## src/hw/rtl/pgb_pkg.sv

```systemverilog
`timescale 1ns / 1ps
// ----------------------------------------------------------------------------
// pgb_pkg
// Shared types, opcodes and the proportional font for the glyph blitter.
// ----------------------------------------------------------------------------
package pgb_pkg;

    // Item kinds carried on the input tuser
    typedef logic [1:0] opcode_t;
    localparam opcode_t OP_DRAW  = 2'd0;
    localparam opcode_t OP_CLEAR = 2'd1;
    localparam opcode_t OP_READ  = 2'd2;

    localparam int GLYPH_H = 8;
    localparam int GLYPH_W = 6;

    // Printable range of the font, space to tilde
    localparam logic [7:0] CHAR_FIRST = 8'h20;
    localparam logic [7:0] CHAR_LAST  = 8'h7e;

    localparam logic [2:0] SPACE_WIDTH = 3'd3;

    // Stream payload widths
    localparam int IN_DATA_W  = 40;
    localparam int IN_USER_W  = 2;
    localparam int OUT_DATA_W = 24;

    // Controller to datapath commands
    typedef struct packed {
        logic load;        // capture the input transaction
        logic setup;       // compute width, clip, reset glyph walk
        logic draw_wr;     // write the modified byte, advance the walk
        logic sweep_wr;    // write the fill byte at the sweep address
        logic sweep_zero;  // fill byte is zero (reset clearing pass)
        logic rd_capture;  // capture the read result
        logic out_load;    // load the output register
    } pgb_cmd_t;

    // Datapath to controller status
    typedef struct packed {
        opcode_t opcode;
        logic    draw_ok;
        logic    row_done;
        logic    last_row;
        logic    sweep_last;
    } pgb_status_t;

    // Six font columns of a glyph, first column in the top byte.
    // Bit n of a column is pixel row n.
    function automatic logic [47:0] glyph_bits(input logic [6:0] idx);
        logic [47:0] g;
        unique case (idx)
            7'd0:  g = 48'h000000000000;
            7'd1:  g = 48'h5f0000000000;
            7'd2:  g = 48'h030003000000;
            7'd3:  g = 48'h143e143e1400;
            7'd4:  g = 48'h242a7f2a1200;
            7'd5:  g = 48'h261608343200;
            7'd6:  g = 48'h020100000000;
            7'd7:  g = 48'h364956205000;
            7'd8:  g = 48'h3e4100000000;
            7'd9:  g = 48'h413e00000000;
            7'd10: g = 48'h22147f142200;
            7'd11: g = 48'h08083e080800;
            7'd12: g = 48'h804000000000;
            7'd13: g = 48'h080808080000;
            7'd14: g = 48'h400000000000;
            7'd15: g = 48'h201008040200;
            7'd16: g = 48'h3e5149453e00;
            7'd17: g = 48'h40427f404000;
            7'd18: g = 48'h426151494600;
            7'd19: g = 48'h224949493600;
            7'd20: g = 48'h1814127f1000;
            7'd21: g = 48'h274949493100;
            7'd22: g = 48'h3e4949493200;
            7'd23: g = 48'h010161190700;
            7'd24: g = 48'h364949493600;
            7'd25: g = 48'h264949493e00;
            7'd26: g = 48'h240000000000;
            7'd27: g = 48'h402400000000;
            7'd28: g = 48'h081422410000;
            7'd29: g = 48'h141414140000;
            7'd30: g = 48'h412214080000;
            7'd31: g = 48'h02b109090600;
            7'd32: g = 48'h3e4159554e00;
            7'd33: g = 48'h7e0909097e00;
            7'd34: g = 48'h7f4949493600;
            7'd35: g = 48'h3e4141412200;
            7'd36: g = 48'h7f4141413e00;
            7'd37: g = 48'h7f4949414100;
            7'd38: g = 48'h7f0909010100;
            7'd39: g = 48'h3e4141493a00;
            7'd40: g = 48'h7f0808087f00;
            7'd41: g = 48'h417f41000000;
            7'd42: g = 48'h2041413f0100;
            7'd43: g = 48'h7f0814224100;
            7'd44: g = 48'h7f4040404000;
            7'd45: g = 48'h7f0204027f00;
            7'd46: g = 48'h7f0408107f00;
            7'd47: g = 48'h3e4141413e00;
            7'd48: g = 48'h7f0909090600;
            7'd49: g = 48'h3e4151215e00;
            7'd50: g = 48'h7f0919294600;
            7'd51: g = 48'h264949493200;
            7'd52: g = 48'h01017f010100;
            7'd53: g = 48'h3f4040403f00;
            7'd54: g = 48'h1f2040201f00;
            7'd55: g = 48'h7f2010207f00;
            7'd56: g = 48'h631408146300;
            7'd57: g = 48'h030478040300;
            7'd58: g = 48'h615149454300;
            7'd59: g = 48'h7f4141000000;
            7'd60: g = 48'h020408102000;
            7'd61: g = 48'h41417f000000;
            7'd62: g = 48'h020102000000;
            7'd63: g = 48'h808080800000;
            7'd64: g = 48'h010200000000;
            7'd65: g = 48'h384424780000;
            7'd66: g = 48'h7f4444380000;
            7'd67: g = 48'h384444280000;
            7'd68: g = 48'h3844447f0000;
            7'd69: g = 48'h385454580000;
            7'd70: g = 48'h087e09010200;
            7'd71: g = 48'h98a4a4780000;
            7'd72: g = 48'h7f0404780000;
            7'd73: g = 48'h7d0000000000;
            7'd74: g = 48'h40807d000000;
            7'd75: g = 48'h7f1028440000;
            7'd76: g = 48'h7f0000000000;
            7'd77: g = 48'h7c0438047800;
            7'd78: g = 48'h7c0404780000;
            7'd79: g = 48'h384444380000;
            7'd80: g = 48'hfc2424180000;
            7'd81: g = 48'h182424f80000;
            7'd82: g = 48'h7c0804080000;
            7'd83: g = 48'h485454200000;
            7'd84: g = 48'h043e44240000;
            7'd85: g = 48'h3c40407c0000;
            7'd86: g = 48'h1c2040201c00;
            7'd87: g = 48'h3c4038403c00;
            7'd88: g = 48'h442810284400;
            7'd89: g = 48'h9ca0a07c0000;
            7'd90: g = 48'h64544c000000;
            7'd91: g = 48'h083e41000000;
            7'd92: g = 48'h7f0000000000;
            7'd93: g = 48'h413e08000000;
            7'd94: g = 48'h020102040200;
            default: g = 48'h000000000000;
        endcase
        return g;
    endfunction

endpackage

```

## src/hw/rtl/pgb_ctrl.sv

```systemverilog
`timescale 1ns / 1ps
// ----------------------------------------------------------------------------
// pgb_ctrl
// Controller: sequences the clearing pass, draw, clear and read items and
// owns the stream handshakes.
// ----------------------------------------------------------------------------
module pgb_ctrl
    import pgb_pkg::*;
(
    input  logic        clk,
    input  logic        rst_n,
    input  logic        in_valid,
    output logic        in_ready,
    output logic        out_valid,
    input  logic        out_ready,
    output pgb_cmd_t    cmd,
    input  pgb_status_t status
);

    localparam logic [3:0] ST_INIT   = 4'd0;
    localparam logic [3:0] ST_IDLE   = 4'd1;
    localparam logic [3:0] ST_SETUP  = 4'd2;
    localparam logic [3:0] ST_DRD    = 4'd3;
    localparam logic [3:0] ST_DWR    = 4'd4;
    localparam logic [3:0] ST_CLEAR  = 4'd5;
    localparam logic [3:0] ST_RDATA  = 4'd6;
    localparam logic [3:0] ST_FINISH = 4'd7;

    logic [3:0] state_reg;
    logic [3:0] state_next;
    logic       out_valid_reg;
    logic       out_valid_next;
    logic       out_free;

    assign out_free = !out_valid_reg || out_ready;

    // Next state and commands
    always_comb
    begin
        state_next = state_reg;
        cmd        = '0;
        in_ready   = 1'b0;
        unique case (state_reg)
            ST_INIT:
            begin
                cmd.sweep_wr   = 1'b1;
                cmd.sweep_zero = 1'b1;
                if (status.sweep_last)
                begin
                    state_next = ST_IDLE;
                end
            end
            ST_IDLE:
            begin
                in_ready = 1'b1;
                if (in_valid)
                begin
                    cmd.load   = 1'b1;
                    state_next = ST_SETUP;
                end
            end
            ST_SETUP:
            begin
                unique case (status.opcode)
                    OP_DRAW:
                    begin
                        cmd.setup  = 1'b1;
                        state_next = status.draw_ok ? ST_DRD : ST_FINISH;
                    end
                    OP_CLEAR: state_next = ST_CLEAR;
                    OP_READ:  state_next = ST_RDATA;
                    default:  state_next = ST_FINISH;
                endcase
            end
            ST_DRD:
            begin
                state_next = ST_DWR;
            end
            ST_DWR:
            begin
                cmd.draw_wr = 1'b1;
                state_next  = (status.row_done && status.last_row) ? ST_FINISH : ST_DRD;
            end
            ST_CLEAR:
            begin
                cmd.sweep_wr = 1'b1;
                if (status.sweep_last)
                begin
                    state_next = ST_FINISH;
                end
            end
            ST_RDATA:
            begin
                cmd.rd_capture = 1'b1;
                state_next     = ST_FINISH;
            end
            ST_FINISH:
            begin
                if (out_free)
                begin
                    cmd.out_load = 1'b1;
                    state_next   = ST_IDLE;
                end
            end
            default:
            begin
                state_next = ST_IDLE;
            end
        endcase
    end

    // Output valid: set on load, drop once the transaction is taken
    always_comb
    begin
        if (cmd.out_load)
        begin
            out_valid_next = 1'b1;
        end
        else if (out_ready)
        begin
            out_valid_next = 1'b0;
        end
        else
        begin
            out_valid_next = out_valid_reg;
        end
    end

    always_ff @(posedge clk or negedge rst_n)
    begin
        if (!rst_n)
        begin
            state_reg     <= ST_INIT;
            out_valid_reg <= 1'b0;
        end
        else
        begin
            state_reg     <= state_next;
            out_valid_reg <= out_valid_next;
        end
    end

    assign out_valid = out_valid_reg;

endmodule

```

## config.mk

```make
export PLATFORM = sky130hd
export DESIGN_NAME = pgb_ctrl
export DESIGN_NICKNAME = d
export VERILOG_FILES = /design/src/hw/rtl/pgb_pkg.sv /design/src/hw/rtl/pgb_ctrl.sv
export SDC_FILE = /design/constraint.sdc
export NUM_CORES = 1
export LEC_CHECK = 0
export BUFFER_PORTS_ARGS = -buffer_cell sky130_fd_sc_hd__buf_2
export CORE_AREA = 2 2 39 41
export CTS_CLUSTER_SIZE = 40
export DETAILED_ROUTE_END_ITERATION = 8
export DIE_AREA = 0 0 41 43
export RECOVER_POWER = 50
export SYNTH_ARGS = -nofsm -noshare
export SYNTH_HDL_FRONTEND = slang
export SYNTH_SLANG_ARGS = --single-unit
export TNS_END_PERCENT = 20
```

## constraint.sdc

```tcl
create_clock -name clk -period 1.6 [get_ports clk]
set_input_delay 0.48 -clock clk [delete_from_list [all_inputs] [get_ports clk]]
set_output_delay 0.48 -clock clk [all_outputs]
set_load 0.05 [all_outputs]
```

==> results.json, run 1 <==
{
  "cts.sinks": 4,
  "cp_max_fo": 8,
  "htreeDepth": 1,
  "ys_ff_latch": 4,
  "hold_violations": 0,
  "dieArea_um2": 1763,
  "worstPathArrival_ns": 1.22,
  "post-dp-hpwl_um": 666.2,
  "hold_class": "primary input to asynchronous set/reset pin",
  "hold_ws_ns": 0.05944,
  "syn-num-nets": 57,
  "nNetsFinal": 90,
  "gp_congestion": 0.7220,
  "r2r_end": "state_reg[1]$_DFFE_PN0P_",
  "final_cells": 90,
  "fin_tns_setup_ns": -0.4648,
  "endpoint_kind": "primary output",
  "clock_latency_ns": 0.23,
  "tightestPinTransition_ns": 0.2479,
  "cts_tree": "built",
  "vdd_drop_max_mv": 0.6482,
  "required_ns": 1.12,
  "grt_usage": 0.1318,
  "vias": 401,
  "r2r_start": "state_reg[2]$_DFFE_PN0P_",
  "finalCoreUtilization": 0.4991,
  "drive_above_1_share": 0.6486,
  "synth_edf_count": 0,
  "seq_area_frac_synth": 0.2548,
  "fin_ws_ns": -0.09885,
  "grt_pass1_vias": 420,
  "crit_slowest_cell": "dfrtp_2",
  "maxSlewHeadroom": 0.8358,
  "clock_path_buffers": 2,
  "final_max_slew_viol_count": 0,
  "overflow": 0,
  "netlist_instances": 43,
  "fmax_mhz": 588.6,
  "fill_cells": 147,
  "antenna_left": 0,
  "rr_worst_depth": 4,
  "crit_chain": "nor3b_4, and2_4, buf_8",
  "largest_reg_flops": 3,
  "finalCritPeriodShare": 1.062,
  "drtIter0Drc": 1,
  "syn_avg_cell_area_um2": 9.137,
  "ios": 19,
  "syn-cell-area_um2": 392.9,
  "start_kind": "flop",
  "multi_input_area_um2": 276.5,
  "grt_max_degree": 9,
  "die_x_um": 41,
  "async_reset_ff_frac": 1.000,
  "finalSetupViolations": 7,
  "initial_core_util": 0.2839,
  "die_h_um": 43,
  "coreArea_um2": 1384,
  "wl_per_cell_um": 10.07,
  "cts-buffers-inserted": 3,
  "postPlaceCellArea_um2": 573.1,
  "period_needed_ns": 1.699,
  "grt_pass1_wl_mm": 1.531,
  "power.density_nw_per_um2": 2076,
  "synth_cell_types": 26,
  "drc": 0,
  "violations": "setup timing",
  "clkTransAtPathRegs_ns": 0.04,
  "maxCapViolCount": 0,
  "finalInstanceArea_um2": 690.7,
  "p_leak_nw": 0.3524,
  "ff2ff_setup_slack_ns": 0.37,
  "dr.pass1.iters": 3,
  "grt_setup_unrepaired": "true",
  "fin_skew_ns": 0.0007985,
  "diodes": 0,
  "antenna_found_initial": 0,
  "placedCellCount": 84,
  "cts_root_buffer": "clkbuf_4",
  "seqCellArea_um2": 103.9,
  "holdBufCountCts": 0,
  "port_buffers": 18,
  "ys_warn_count": 0,
  "outcome": "complete, but fails checks",
  "rows": 14,
  "path_class": "flop to primary output",
  "synth_ff_type": "dfrtp_1",
  "syn2layout_area_growth_pct": 75.80,
  "wirelength_um": 906,
  "slowest_delay_ns": 0.47,
  "vias_per_cell": 4.456
}
## stage by stage
step	power [mW]	setup slack [ns]
after floorplan	0.9021	-0.2507
after global placement	1.091	-0.08578
after detailed placement	1.096	-0.1040
after CTS	1.400	-0.09483
after global routing	1.532	-0.1484
final	1.434	-0.09885
## where the power goes
group / total (mW) / internal, mW / switching [mW]
combinational: 1.05 / 0.485 / 0.569
sequential: 0.253 / 0.157 / 0.0954
clock: 0.127 / 0.0841 / 0.0430
## area by class of cell
type	instances	area share
multi-input combinational	31	0.4004
clock buffer	3	0.03261
tap	16	0.02899
timing repair buffer	32	0.3659
sequential	4	0.1504
inverter	4	0.02174
## critical path: cells and delay by family, from the launching register on
| kind | cells | cell delay [ns] |
|---|---|---|
| buffers and inverters | 1 | 0.14 |
| flip-flops | 1 | 0.47 |
| AND/OR/NAND/NOR | 2 | 0.38 |
## kinds of logic (layout without fill, tap and decap cells)
group                    count (synthesis)  in the layout  share of synthesized area
AND/OR/NAND/NOR                         18             18                     0.3057
buffers and inverters                    8             39                     0.1178
AO/OA/AOI/OAI                            6              6                     0.1083
adder cells (fa/ha/maj)                  4              4                     0.1274
flip-flops                               4              4                     0.2548
multiplexers                             2              2                    0.06368
XOR/XNOR                                 1              1                    0.02230
## Yosys cell counts, drive strengths merged (2+ instances only)
cell type / n / area (um2)
nor3: 2 / 15.01
inv: 4 / 15.01
ha: 4 / 50.05
nand2: 2 / 7.510
nor3b: 2 / 20.02
nor2b: 2 / 12.51
buf: 4 / 31.27
a21oi: 3 / 15.01
dfrtp: 4 / 100.1
nor2: 4 / 15.01
## per-layer routing
metal  global-route usage  vias to the layer above  routed length [um]
met3              0.03141                        2                  50
met4              0.08000                        0                  19
li1                     -                      204                   -
met5                    0                        -                   0
met2               0.2406                       14                 518
met1               0.1165                      181                 317
## repair_timing
| item | CTS | global route |
|---|---|---|
| setup buffers | 3 | 0 |
| gates resized for setup | 20 | 4 |
| pin swaps | 1 | 0 |
| endpoints found under the setup margin | 8 | 8 |
## worst max path at each step
| stage | start | end | slack, ns |
|---|---|---|---|
| after floorplan | state_reg[0]$_DFFE_PN0P_ | cmd[6] | -0.25 |
| after global placement | status[4] | cmd[5] | -0.09 |
| after detailed placement | status[5] | cmd[5] | -0.10 |
| after CTS | state_reg[2]$_DFFE_PN0P_ | cmd[6] | -0.09 |
| after global routing | state_reg[2]$_DFFE_PN0P_ | cmd[6] | -0.15 |
| final | state_reg[2]$_DFFE_PN0P_ | cmd[6] | -0.1 |
## cells in the final DEF, fill, tap and decap left out, drive strengths merged
cell type	instances
nor2b	2
dfrtp	4
nor3	2
nand2b	1
nand2	2
o21ai	1
a21oi	3
mux2	1
xor2	1
nand3b	1
nor2	4
mux2i	1
a21o	1
ha	4
and2	1
clkbuf	4
nor4b	1
nand3	1
nor3b	2
buf	31
o221ai	1
and3	1
inv	4
(Power assumes the default switching activity.)
==> run 2, diff against run 1 <==
SKIP_CTS_REPAIR_TIMING = 1   (was default)
==> run 2 against run 1 <==
The flow still finishes with violations (setup timing). Sequential share of layout area is 0.93 points higher. Critical endpoint unchanged. Final area is 5.8% lower. Critical path depth stayed put. Count of clock-buffer cells in the layout stayed put. Final cell count is 3.3% lower. First-iteration DRC count stayed put. Core utilization is 2.9 points lower. Via count is 4.7% lower.
==> results.json, run 2 (synthesis gave the netlist of run 1 again) <==
{
  "cp_max_fo": 8,
  "vdd_drop_max_mv": 0.7514,
  "vias_per_cell": 4.391,
  "r2r_end": "state_reg[1]$_DFFE_PN0P_",
  "cts_tree": "built",
  "fin_skew_ns": 0.005482,
  "wirelength_um": 883,
  "grt_max_degree": 9,
  "start_kind": "flop",
  "worstPathArrival_ns": 1.24,
  "drtIter0Drc": 1,
  "die_h_um": 43,
  "final_max_slew_viol_count": 0,
  "crit_chain": "nor3b_4, and2_4, buf_8",
  "drc": 0,
  "htreeDepth": 1,
  "initial_core_util": 0.2839,
  "ios": 19,
  "die_x_um": 41,
  "drive_above_1_share": 0.6197,
  "tightestPinTransition_ns": 0.2479,
  "violations": "setup timing",
  "nNetsFinal": 87,
  "cts.sinks": 4,
  "fin_tns_setup_ns": -0.5716,
  "finalCritPeriodShare": 1.078,
  "post-dp-hpwl_um": 666.2,
  "coreArea_um2": 1384,
  "fin_ws_ns": -0.1242,
  "rr_worst_depth": 4,
  "fill_cells": 149,
  "ff2ff_setup_slack_ns": 0.36,
  "cts_root_buffer": "clkbuf_4",
  "slowest_delay_ns": 0.47,
  "endpoint_kind": "primary output",
  "hold_violations": 0,
  "grt_setup_unrepaired": "true",
  "maxCapViolCount": 0,
  "required_ns": 1.12,
  "vias": 382,
  "critical_path.top_delay_family": "flip-flops",
  "outcome": "complete, but fails checks",
  "dp_slack_ns": -0.1040,
  "dieArea_um2": 1763,
  "clock_path_buffers": 2,
  "gp_congestion": 0.7220,
  "path_class": "flop to primary output",
  "clkTransAtPathRegs_ns": 0.04,
  "cts-buffers-inserted": 3,
  "power.density_nw_per_um2": 2071,
  "largest_reg_flops": 3,
  "antenna_left": 0,
  "wl_per_cell_um": 10.15,
  "rows": 14,
  "p_leak_nw": 0.3324,
  "antenna_found_initial": 0,
  "power_mw": 1.348,
  "grt_usage": 0.1157,
  "clock_latency_ns": 0.24,
  "final_cell_mix": "buf_4 (12), buf_2 (9), buf_6 (6)",
  "grt_pass1_wl_mm": 1.276,
  "period_needed_ns": 1.724,
  "diodes": 0,
  "syn2layout_area_growth_pct": 65.61,
  "port_buffers": 18,
  "r2r_start": "state_reg[2]$_DFFE_PN0P_",
  "overflow": 0,
  "final_common_cell": "buf_4",
  "dr.pass1.iters": 2,
  "maxSlewHeadroom": 0.8358,
  "grt_pass1_vias": 341,
  "hold_class": "primary input to asynchronous set/reset pin",
  "finalSetupViolations": 7,
  "crit_slowest_cell": "dfrtp_2",
  "fmax_mhz": 580.0,
  "cp_num_buf_inv": 1
}
run 2: changes by cell type in the layout (fill, tap and decap cells not counted), sizes merged:
cell  change
buf       -3
run 2: metal layers:
layer	wire, um	GRT usage	up-vias
met5	0	0	-
met4	25	0.1200	0
met3	41	0.03141	3
met2	488	0.1750	15
met1	329	0.1133	166
li1	-	-	198
run 2: area by class of cell:
cell class	count	area (um2)	area share
Clock buffer	3	22.52	0.03462
Timing Repair Buffer	29	221.5	0.3404
Tap cell	16	20.02	0.03077
Multi-Input combinational cell	31	267.8	0.4115
Sequential cell	4	103.9	0.1596
Inverter	4	15.01	0.02308
run 2: worst max-delay path by stage:
stage	from	cells after the start	slack [ns]	endpoint
5_1_grt	state_reg[2]$_DFFE_PN0P_	3	-0.17	cmd[6]
3_3_place_gp	status[4]	5	-0.09	cmd[5]
2_1_floorplan	state_reg[0]$_DFFE_PN0P_	3	-0.25	cmd[6]
3_5_place_dp	status[5]	5	-0.10	cmd[5]
6_report	state_reg[2]$_DFFE_PN0P_	3	-0.12	cmd[6]
4_1_cts	state_reg[2]$_DFFE_PN0P_	3	-0.27	cmd[0]
run 2: per-stage QoR:
stage / hold WS, ns / utilization / std cells / instance area [um2]
6_report: 0.04718 / 0.4702 / 87 / 650.6
4_1_cts: 0.03080 / 0.4304 / 87 / 595.6
3_3_place_gp: 0.2864 / 0.4141 / 84 / 573.1
5_1_grt: 0.06237 / 0.4702 / 87 / 650.6
2_1_floorplan: 0.1844 / - / 43 / 415.4
3_5_place_dp: 0.2850 / 0.4141 / 84 / 573.1
run 2: worst register-to-register path: stages (launching register included):
cell	delay (ns)
dfrtp_2	0.47
buf_4	0.18
mux2_4	0.30
nand3b_2	0.08
o221ai_2	0.08
run 2: where the power goes:
part | leakage, nW | internal, mW | switching (mW)
clock network | 0.0138 | 0.0843 | 0.0467
registers | 0.0445 | 0.157 | 0.0964
logic | 0.274 | 0.430 | 0.533
